[src/rtl/cbc_pkg.sv]
package cbc_pkg;

  // Physical address widths
  localparam int ROM_ADDR_BITS = 21;
  localparam int RAM_BANKS     = 4;
  localparam int MAP_W         = 21;

  // Mapper codes (cartridge header)
  localparam logic [1:0] MAPPER_NONE = 2'd0;
  localparam logic [1:0] MAPPER_MBC1 = 2'd1;
  localparam logic [1:0] MAPPER_MBC2 = 2'd2;

  // Result region codes
  localparam logic [1:0] REGION_OTHER = 2'd0;
  localparam logic [1:0] REGION_ROM   = 2'd1;
  localparam logic [1:0] REGION_RAM   = 2'd2;
  localparam logic [1:0] REGION_CTRL  = 2'd3;

  // Control write windows, address bits 14:13 below 0x8000
  localparam logic [1:0] CW_RAM_EN   = 2'd0;
  localparam logic [1:0] CW_ROM_LO   = 2'd1;
  localparam logic [1:0] CW_ROM_HI   = 2'd2;
  localparam logic [1:0] CW_MODE     = 2'd3;

  localparam logic [3:0] RAM_EN_KEY  = 4'hA;
  localparam logic [3:0] RAM_DIS_KEY = 4'h0;

  typedef struct packed {
    logic [15:0] bus_address;
    logic        is_write;
    logic [7:0]  write_data;
  } req_t;

  typedef struct packed {
    logic [1:0]       region;
    logic [MAP_W-1:0] mapped_address;
    logic             ram_write_strobe;
    logic             ram_is_enabled;
  } rsp_t;

  typedef struct packed {
    logic [6:0] rom_bank;
    logic [1:0] ram_bank;
    logic       ram_enable;
    logic       rom_mode;
  } bank_state_t;

  // RAM bank number wrapped to the number of fitted banks
  function automatic logic [1:0] ram_bank_wrap(input logic [1:0] bank);
    logic [1:0] res;
    case (bank)
      2'd0:    res = 2'(0 % RAM_BANKS);
      2'd1:    res = 2'(1 % RAM_BANKS);
      2'd2:    res = 2'(2 % RAM_BANKS);
      default: res = 2'(3 % RAM_BANKS);
    endcase
    return res;
  endfunction

endpackage

[src/rtl/cbc_req_if.sv]
interface cbc_req_if;
  logic        valid;
  logic        ready;
  logic [15:0] bus_address;
  logic        is_write;
  logic [7:0]  write_data;

  modport source(output valid, bus_address, is_write, write_data, input ready);
  modport sink(input valid, bus_address, is_write, write_data, output ready);
endinterface

[src/rtl/cbc_rsp_if.sv]
interface cbc_rsp_if;
  logic        valid;
  logic        ready;
  logic [1:0]  region;
  logic [20:0] mapped_address;
  logic        ram_write_strobe;
  logic        ram_is_enabled;

  modport source(output valid, region, mapped_address, ram_write_strobe, ram_is_enabled,
                 input ready);
  modport sink(input valid, region, mapped_address, ram_write_strobe, ram_is_enabled,
               output ready);
endinterface

[src/rtl/cbc_cfg_if.sv]
interface cbc_cfg_if;
  logic       valid;
  logic       ready;
  logic [1:0] data;

  modport source(output valid, data, input ready);
  modport sink(input valid, data, output ready);
endinterface

[src/rtl/cbc_ctrl_regs.sv]
module cbc_ctrl_regs (
  input  logic                clk,
  input  logic                rst,
  input  logic                cfg_we,
  input  logic [1:0]          cfg_data,
  input  logic                upd,
  input  cbc_pkg::req_t       req,
  output cbc_pkg::bank_state_t cur,
  output cbc_pkg::bank_state_t nxt
);

  logic [1:0]           mapper_type;
  cbc_pkg::bank_state_t state;
  cbc_pkg::bank_state_t state_next;

  function automatic logic [6:0] fix_zero_bank(input logic [6:0] b);
    return (b == 7'd0) ? 7'd1 : b;
  endfunction

  always_comb begin
    logic mbc1;
    logic mbc2;
    mbc1 = (mapper_type == cbc_pkg::MAPPER_MBC1);
    mbc2 = (mapper_type == cbc_pkg::MAPPER_MBC2);
    state_next = state;
    if (req.is_write && !req.bus_address[15]) begin
      unique case (req.bus_address[14:13])
        cbc_pkg::CW_RAM_EN: begin
          // MBC2 ignores this window when address bit 8 is set
          if ((mbc1 || mbc2) && !(mbc2 && req.bus_address[8])) begin
            if (req.write_data[3:0] == cbc_pkg::RAM_EN_KEY)
              state_next.ram_enable = 1'b1;
            else if (req.write_data[3:0] == cbc_pkg::RAM_DIS_KEY)
              state_next.ram_enable = 1'b0;
          end
        end
        cbc_pkg::CW_ROM_LO: begin
          if (mbc2)
            state_next.rom_bank = fix_zero_bank({3'd0, req.write_data[3:0]});
          else if (mbc1)
            state_next.rom_bank = fix_zero_bank({state.rom_bank[6:5], req.write_data[4:0]});
        end
        cbc_pkg::CW_ROM_HI: begin
          if (mbc1) begin
            if (state.rom_mode)
              state_next.rom_bank = fix_zero_bank({req.write_data[1:0], state.rom_bank[4:0]});
            else
              state_next.ram_bank = req.write_data[1:0];
          end
        end
        cbc_pkg::CW_MODE: begin
          if (mbc1) begin
            state_next.rom_mode = !req.write_data[0];
            if (!req.write_data[0])
              state_next.ram_bank = 2'd0;
          end
        end
        default: state_next = state;
      endcase
    end
  end

  always_ff @(posedge clk) begin
    if (rst) begin
      mapper_type      <= cbc_pkg::MAPPER_NONE;
      state.rom_bank   <= 7'd1;
      state.ram_bank   <= 2'd0;
      state.ram_enable <= 1'b0;
      state.rom_mode   <= 1'b0;
    end else begin
      if (cfg_we)
        mapper_type <= cfg_data;
      if (upd)
        state <= state_next;
    end
  end

  assign cur = state;
  assign nxt = state_next;

endmodule

[src/rtl/cbc_addr_map.sv]
module cbc_addr_map (
  input  cbc_pkg::req_t        req,
  input  cbc_pkg::bank_state_t cur,
  input  logic                 ram_enable_next,
  output cbc_pkg::rsp_t        rsp
);

  logic [20:0] rom_full;
  logic [14:0] ram_full;

  // Bank number lands directly above the in-bank offset
  assign rom_full = {cur.rom_bank, req.bus_address[13:0]};
  assign ram_full = {cbc_pkg::ram_bank_wrap(cur.ram_bank), req.bus_address[12:0]};

  always_comb begin
    rsp.region           = cbc_pkg::REGION_OTHER;
    rsp.mapped_address   = cbc_pkg::MAP_W'(req.bus_address);
    rsp.ram_write_strobe = 1'b0;
    rsp.ram_is_enabled   = ram_enable_next;
    if (req.is_write && !req.bus_address[15]) begin
      rsp.region = cbc_pkg::REGION_CTRL;
    end else if (!req.is_write && req.bus_address[15:14] == 2'b01) begin
      rsp.region         = cbc_pkg::REGION_ROM;
      rsp.mapped_address = cbc_pkg::MAP_W'(rom_full[cbc_pkg::ROM_ADDR_BITS-1:0]);
    end else if (req.bus_address[15:13] == 3'b101) begin
      rsp.region           = cbc_pkg::REGION_RAM;
      rsp.mapped_address   = cbc_pkg::MAP_W'(ram_full);
      rsp.ram_write_strobe = req.is_write && cur.ram_enable;
    end
  end

endmodule

[src/rtl/cartridge_bank_controller_core.sv]
// Channel | Dir | Payload                                         | Handshake
// req     | in  | bus_address, is_write, write_data               | valid/ready
// rsp     | out | region, mapped_address, ram_write_strobe,       | valid/ready
//         |     | ram_is_enabled                                  |
// cfg     | in  | data = mapper_type                              | valid/ready
//
// Request register, then result register: one request per cycle sustained while
// rsp does not stall; a taken request passes both registers before it is offered.
// Bank state updates as a request moves on, so it sees all earlier writes.
// rst (synchronous) empties both stages: rom bank 1, ram bank 0, RAM off,
// RAM banking mode, no mapper.
// A stalled rsp holds its result; req stalls only once both stages are full.
module cartridge_bank_controller_core (
  input logic        clk,
  input logic        rst,
  cbc_req_if.sink    req,
  cbc_rsp_if.source  rsp,
  cbc_cfg_if.sink    cfg
);

  // request stage
  logic                 req_vld;
  cbc_pkg::req_t        req_q;
  // result stage
  logic                 rsp_vld;
  cbc_pkg::rsp_t        rsp_q;

  cbc_pkg::bank_state_t bank_cur;
  cbc_pkg::bank_state_t bank_nxt;
  cbc_pkg::rsp_t        rsp_d;
  logic                 advance;

  // Request stage moves on when the result register is free or draining
  assign advance   = req_vld && (!rsp_vld || rsp.ready);
  assign req.ready = !req_vld || advance;
  assign cfg.ready = 1'b1;

  always_ff @(posedge clk) begin
    if (rst) begin
      req_vld <= 1'b0;
      rsp_vld <= 1'b0;
    end else begin
      if (req.ready)
        req_vld <= req.valid;
      if (advance)
        rsp_vld <= 1'b1;
      else if (rsp.ready)
        rsp_vld <= 1'b0;
    end
  end

  always_ff @(posedge clk) begin
    if (req.valid && req.ready) begin
      req_q.bus_address <= req.bus_address;
      req_q.is_write    <= req.is_write;
      req_q.write_data  <= req.write_data;
    end
    if (advance)
      rsp_q <= rsp_d;
  end

  cbc_ctrl_regs u_regs (
    .clk      (clk),
    .rst      (rst),
    .cfg_we   (cfg.valid && cfg.ready),
    .cfg_data (cfg.data),
    .upd      (advance),
    .req      (req_q),
    .cur      (bank_cur),
    .nxt      (bank_nxt)
  );

  cbc_addr_map u_map (
    .req             (req_q),
    .cur             (bank_cur),
    .ram_enable_next (bank_nxt.ram_enable),
    .rsp             (rsp_d)
  );

  assign rsp.valid            = rsp_vld;
  assign rsp.region           = rsp_q.region;
  assign rsp.mapped_address   = rsp_q.mapped_address;
  assign rsp.ram_write_strobe = rsp_q.ram_write_strobe;
  assign rsp.ram_is_enabled   = rsp_q.ram_is_enabled;

  // RAM write strobe only for RAM window while enabled
  a_strobe_ram: assert property (@(posedge clk) disable iff (rst)
    rsp_vld && rsp_q.ram_write_strobe
      |-> rsp_q.region == cbc_pkg::REGION_RAM && rsp_q.ram_is_enabled)
    else $error("strobe outside enabled RAM window");

  // A held request is never dropped
  a_req_hold: assert property (@(posedge clk) disable iff (rst)
    req_vld && !advance |=> req_vld && $stable(req_q))
    else $error("request stage lost a request");

  // ROM bank register never reads as zero
  a_rom_bank_nz: assert property (@(posedge clk) disable iff (rst)
    bank_cur.rom_bank != 7'd0)
    else $error("rom bank is zero");

endmodule

[src/flat_wrapper.sv]
// flat-port wrapper written by rule: the top's interface ports become plain ports
module cartridge_bank_controller_core_flat 
  (clk, rst, req_valid, req_bus_address, req_is_write, req_write_data, req_ready, rsp_valid, rsp_region, rsp_mapped_address, rsp_ram_write_strobe, rsp_ram_is_enabled, rsp_ready, cfg_valid, cfg_data, cfg_ready);
  cbc_req_if req_i ();
  cbc_rsp_if rsp_i ();
  cbc_cfg_if cfg_i ();
  input logic clk;
  input logic rst;
  input wire logic [$bits(req_i.valid)-1:0] req_valid;
  input wire logic [$bits(req_i.bus_address)-1:0] req_bus_address;
  input wire logic [$bits(req_i.is_write)-1:0] req_is_write;
  input wire logic [$bits(req_i.write_data)-1:0] req_write_data;
  output wire logic [$bits(req_i.ready)-1:0] req_ready;
  output wire logic [$bits(rsp_i.valid)-1:0] rsp_valid;
  output wire logic [$bits(rsp_i.region)-1:0] rsp_region;
  output wire logic [$bits(rsp_i.mapped_address)-1:0] rsp_mapped_address;
  output wire logic [$bits(rsp_i.ram_write_strobe)-1:0] rsp_ram_write_strobe;
  output wire logic [$bits(rsp_i.ram_is_enabled)-1:0] rsp_ram_is_enabled;
  input wire logic [$bits(rsp_i.ready)-1:0] rsp_ready;
  input wire logic [$bits(cfg_i.valid)-1:0] cfg_valid;
  input wire logic [$bits(cfg_i.data)-1:0] cfg_data;
  output wire logic [$bits(cfg_i.ready)-1:0] cfg_ready;
  assign req_i.valid = req_valid;
  assign req_i.bus_address = req_bus_address;
  assign req_i.is_write = req_is_write;
  assign req_i.write_data = req_write_data;
  assign req_ready = req_i.ready;
  assign rsp_valid = rsp_i.valid;
  assign rsp_region = rsp_i.region;
  assign rsp_mapped_address = rsp_i.mapped_address;
  assign rsp_ram_write_strobe = rsp_i.ram_write_strobe;
  assign rsp_ram_is_enabled = rsp_i.ram_is_enabled;
  assign rsp_i.ready = rsp_ready;
  assign cfg_i.valid = cfg_valid;
  assign cfg_i.data = cfg_data;
  assign cfg_ready = cfg_i.ready;
  cartridge_bank_controller_core u_core (.clk(clk), .rst(rst), .req(req_i), .rsp(rsp_i), .cfg(cfg_i));
endmodule
[config.mk]
export PLATFORM = sky130hd
export DESIGN_NAME = cartridge_bank_controller_core_flat
export DESIGN_NICKNAME = d
export VERILOG_FILES = /design/src/rtl/cbc_pkg.sv /design/src/rtl/cbc_req_if.sv /design/src/rtl/cbc_rsp_if.sv /design/src/rtl/cbc_cfg_if.sv /design/src/rtl/cbc_ctrl_regs.sv /design/src/rtl/cbc_addr_map.sv /design/src/rtl/cartridge_bank_controller_core.sv /design/src/flat_wrapper.sv
export SDC_FILE = /design/constraint.sdc
export NUM_CORES = 1
export LEC_CHECK = 0
export ABC_AREA = 1
export BUFFER_PORTS_ARGS = -buffer_cell sky130_fd_sc_hd__buf_2
export CORE_MARGIN = 10
export CORE_UTILIZATION = 50
export CTS_BUF_LIST = sky130_fd_sc_hd__clkbuf_8
export DETAILED_ROUTE_END_ITERATION = 16
export PLACE_DENSITY = 0.75
export SYNTH_ARGS = -nofsm -noshare
export SYNTH_HDL_FRONTEND = slang
export SYNTH_HIERARCHICAL = 1
export SYNTH_SLANG_ARGS = --single-unit
[constraint.sdc]
create_clock -name clk -period 6.87 [get_ports clk]
set_input_delay 2.061 -clock clk [delete_from_list [all_inputs] [get_ports clk]]
set_output_delay 2.061 -clock clk [all_outputs]
set_load 0.02 [all_outputs]
== Word-level counts from Yosys, hierarchy flattened ==
Index checks and enable logic that the tools add are counted.

* Multiplexer cells: 26
* Reductions and logical operators: 30
* Equality and inequality tests: 18
* Bitwise logic cells: 1

{| class="wikitable"
|+ Operators with widths
! kind !! number
|-
| 2-to-1 mux 7 bit || 5
|-
| 2-to-1 mux 24 bit || 1
|-
| 2-to-1 mux 23 bit || 1
|-
| AND reduction 7 bit || 3
|-
| 2-to-1 mux 17 bit || 1
|-
| logical NOT 7 bit || 2
|-
| one-hot mux 7 bit (2 select lines) || 1
|-
| inequality test 2 bit, second input constant || 6
|-
| 2-to-1 mux 1 bit || 9
|-
| 2-to-1 mux 9 bit || 1
|-
| equality test 2 x 1 -> 1 bit, second input constant || 4
|-
| equality test 2 bit, second input constant || 4
|-
| 2-to-1 mux 2 bit || 4
|-
| logical AND 1 bit || 7
|-
| logical NOT 1 bit || 6
|-
| inequality test 3 bit, second input constant || 2
|-
| one-hot mux 2 bit (3 select lines) || 1
|-
| nonzero test 2 bit || 3
|-
| equality test 4 bit, second input constant || 1
|-
| logical NOT 2 bit || 2
|-
| logical NOT 4 bit || 1
|-
| 2-to-1 mux 4 bit || 1
|-
| one-hot mux 2 bit (2 select lines) || 1
|-
| AND reduction 4 bit || 1
|-
| 5 further kinds || 7
|}

* Input port bits: 32
* Output and inout port bits: 28
* Bits in registers: 62
* Logic and storage cells: 92

== Logic depth before layout (Yosys ltp) ==
* Word-level depth: 7
* Mapped depth: 10
* Gate-level depth less buffers: 10

== Cells and area by module ==
Netlist, hierarchy kept.

{| class="wikitable"
|+ By module, submodules not included
! module !! times used !! cells an instance !! sequential area each (sq um) !! area an instance (sq um)
|-
| cartridge_bank_controller_core || 1 || 64 || 1541.5 || 1604.0
|-
| cbc_ctrl_regs || 1 || 178 || 260.2 || 1106.1
|-
| cbc_addr_map || 1 || 41 || 0.0 || 231.5
|}

== Least setup slack after synthesis ==
Ideal clock, no wire load.

* Kind: input -> output
* From: input rsp_ready
* To: output req_ready
* Stages on the path: 2
* Buffers on the path: 0
* Data arrival time: 2.285 ns
* Data required time: 4.809 ns
* Slack: 2.524 ns
* Cells stage by stage: inv_1 -> nand3_2

* Longest elaborated chain between the ends: 3

{| class="wikitable"
|+ Ends and longest elaborated chain
! item !! RTL line !! text
|-
| start: declaration || flat_wrapper.sv:19 || <nowiki>input wire logic [$bits(rsp_i.ready)-1:0] rsp_ready;</nowiki>
|-
| logical OR 1 bit || cartridge_bank_controller_core.sv:34 || <nowiki>assign advance = req_vld && (!rsp_vld || rsp.ready);</nowiki>
|-
| logical AND 1 bit || cartridge_bank_controller_core.sv:34 ||
|-
| logical OR 1 bit || cartridge_bank_controller_core.sv:35 || <nowiki>assign req.ready = !req_vld || advance;</nowiki>
|-
| end: declaration || flat_wrapper.sv:13 || <nowiki>output wire logic [$bits(req_i.ready)-1:0] req_ready;</nowiki>
|}

Every way passes these cells.

== Worst setup path after layout ==
Same ends and word-level chain as after synthesis.

==> flow_summary_export.csv <==
group,metric,value,unit
clock_network,cts-buffers-inserted,9,
timing,worst_pin_slew,1.10,ns
detailed_routing,dr.max_layer_used,"met4",
synthesis,syn_nets,311,
die,rows,27,
die,io_pins,60,
placement,io_buffers,55,
worst_setup_path,crit_path_start_kind,"input port",
worst_hold_path,hp-class,"flip-flop to flip-flop",
die,start_util,51.4,%
timing,finalSetupTns,0,ns
die,core-area,0.00551,sq mm
power_and_ir_drop,power_density,265,mW/mm^2
grt,grt_pass1_wl,8.50,mm
worst_setup_path,cp.arrival,2.58,ns
synthesis,netlist_area,0.00283,sq mm
detailed_routing,ant_nets,0,
detailed_routing,vias,1905,
worst_setup_path,cp_max_fo,3,
worst_setup_path,r2r-start,"u_core/req_vld",
worst_hold_path,hold_start,"u_core/req_q[10]",
clock_network,cts-resized-gates,0,
final_layout,nets,359,
timing,final-hold-violation-count,0,
die,die_area,0.00907,sq mm
detailed_routing,wl,5.17,mm
clock_network,worstSkewPairLatency,0.34,ns
grt,overflow,0,
clock_network,cts_buffer_depth,2,
detailed_routing,wl_met1,2.11,mm
placement,dp_cells,384,
detailed_routing,met2_wirelength,2.54,mm
timing,fmax,215,MHz
detailed_routing,drc,0,
synthesis,yosysWarnings,6,
grt,antenna_found_initial,0,
timing,setup_viol_count_final,0,
clock_network,tritoncts,"built",
grt,grt_pass1_vias,1802,
timing,finClkSkew,0.00695,ns
timing,rsz0062_at_grt,"no",
grt,grt_max_degree,38,
grt,grt.total_usage,12.4,%
clock_network,cts_hold_buf,0,
timing,finalCritPeriodShare,67.6,%
clock_network,postCtsSetupBuffers,0,
die,die_h,95.2,microns
placement,gp_congestion,0.880,
placement,pre_cts_ws,2.22,ns
placement,dpl.hpwl,3.77,mm
final_layout,diodes,0,
clock_network,cts.sinks,62,
final_layout,drive_above_1_share,32.3,%
power_and_ir_drop,leakage,0.00142,uW
clock_network,root_buffer,"clkbuf_8",
run,maxCapViolations,0,
detailed_routing,wl_met3,392,microns
synthesis,synthCells,275,
synthesis,avgSynthCellArea,10.3,sq um
worst_setup_path,critical_path.startpoint,"rsp_ready",
worst_setup_path,cp-end-kind,"primary output",
final_layout,fin_cells,400,
die,die_w,95.2,microns
timing,layout_setup_ws,2.23,ns
clock_network,clkTransAtPathRegs,0.07,ns
timing,drv_slew,0,
detailed_routing,first_pass_iters,4,
final_layout,syn2layout_area_growth,16.1,%
timing,max_slew_margin,26.6,%
timing,period_needed,4.64,ns
detailed_routing,routedWlPerCell,12.9,microns
detailed_routing,via_per_inst,4.76,
worst_setup_path,crit_required,4.81,ns
status,status,"finished clean",
detailed_routing,drt_iter0_drc,123,
power_and_ir_drop,vdd_ir_drop_max,0.173,mV
worst_setup_path,crit_type,"input port to primary output",
clock_network,htreeDepth,3,
registers in the layout (all words and copies together) (netlist names):
| name | count |
|---|---|
| u_core/rsp.region | 2 |
| u_core/u_regs/mapper_type | 2 |
| u_core/rsp.valid | 1 |
| u_core/u_regs/cur | 11 |
| u_core/req_q | 22 |
| u_core/rsp.ram_write_strobe | 1 |
| u_core/rsp.mapped_address | 21 |
| u_core/rsp.ram_is_enabled | 1 |
| u_core/req_vld | 1 |
cell usage in the layout, fill, tap and decap left out, types with 2 or more instances in the layout:
cell        n
inv_2       8
o21ai_0     5
nor2_2      2
nand3_2     2
nor2_1     27
a21oi_1     9
clkinv_4    3
o21ai_2     4
nand2_1    40
bufinv_16   2
clkbuf_8    9
dfxtp_1    15
nor2_4      4
nand2_4     3
ha_1        4
nand3_1    19
buf_2      55
edfxtp_1   47
nand2_2     8
nor3_1      3
o21ai_1     9
a31oi_1     2
inv_1      38
worst max-delay path, stage by stage:
cell and delay [ns]:
buf_2 0.09, inv_1 0.13, nand3_2 0.11, buf_2 0.18
per-stage QoR:
step / area, sq um / hold WS (ns) / util (%) / power (uW)
after floorplan: 2830 / 0.457 / - / 510
after global placement: 3060 / 0.400 / 55.6 / 527
after detailed placement: 3060 / 0.405 / 55.6 / 530
after CTS: 3280 / 0.422 / 59.6 / 881
after global routing: 3280 / 0.429 / 59.6 / 912
final: 3280 / 0.420 / 59.6 / 872
where the power goes:
part	internal [uW]	switching (uW)
sequential	426	13.1
clock	205	145
combinational	28.0	54.3
cell type report:
class | count | area (sq um)
fillers | 477 | 2220
flip-flops and latches | 62 | 1710
multi-input cells | 148 | 807
repair buffers | 55 | 275
inverters | 47 | 176
clock buffers | 9 | 124
clock inverters | 7 | 98.8
well taps | 72 | 90.1
routing by layer:
metal,vias up,global-route usage (%)
li1,978,-
met1,846,14.2
met2,72,19.3
met3,9,3.38
met4,0,9.35
met5,-,0
path summary, 6_finish.rpt:
check	end	slack [ns]	cells after the start
worst max-delay path	req_ready	2.23	4
worst min-delay path	u_core/rsp.mapped_address[1]	0.42	0
worst max register to register	u_core/u_regs/cur[0]	4.72	6
worst min register to register	u_core/rsp.mapped_address[1]	0.42	0
Note: power is estimated with default switching activity, not from simulation.
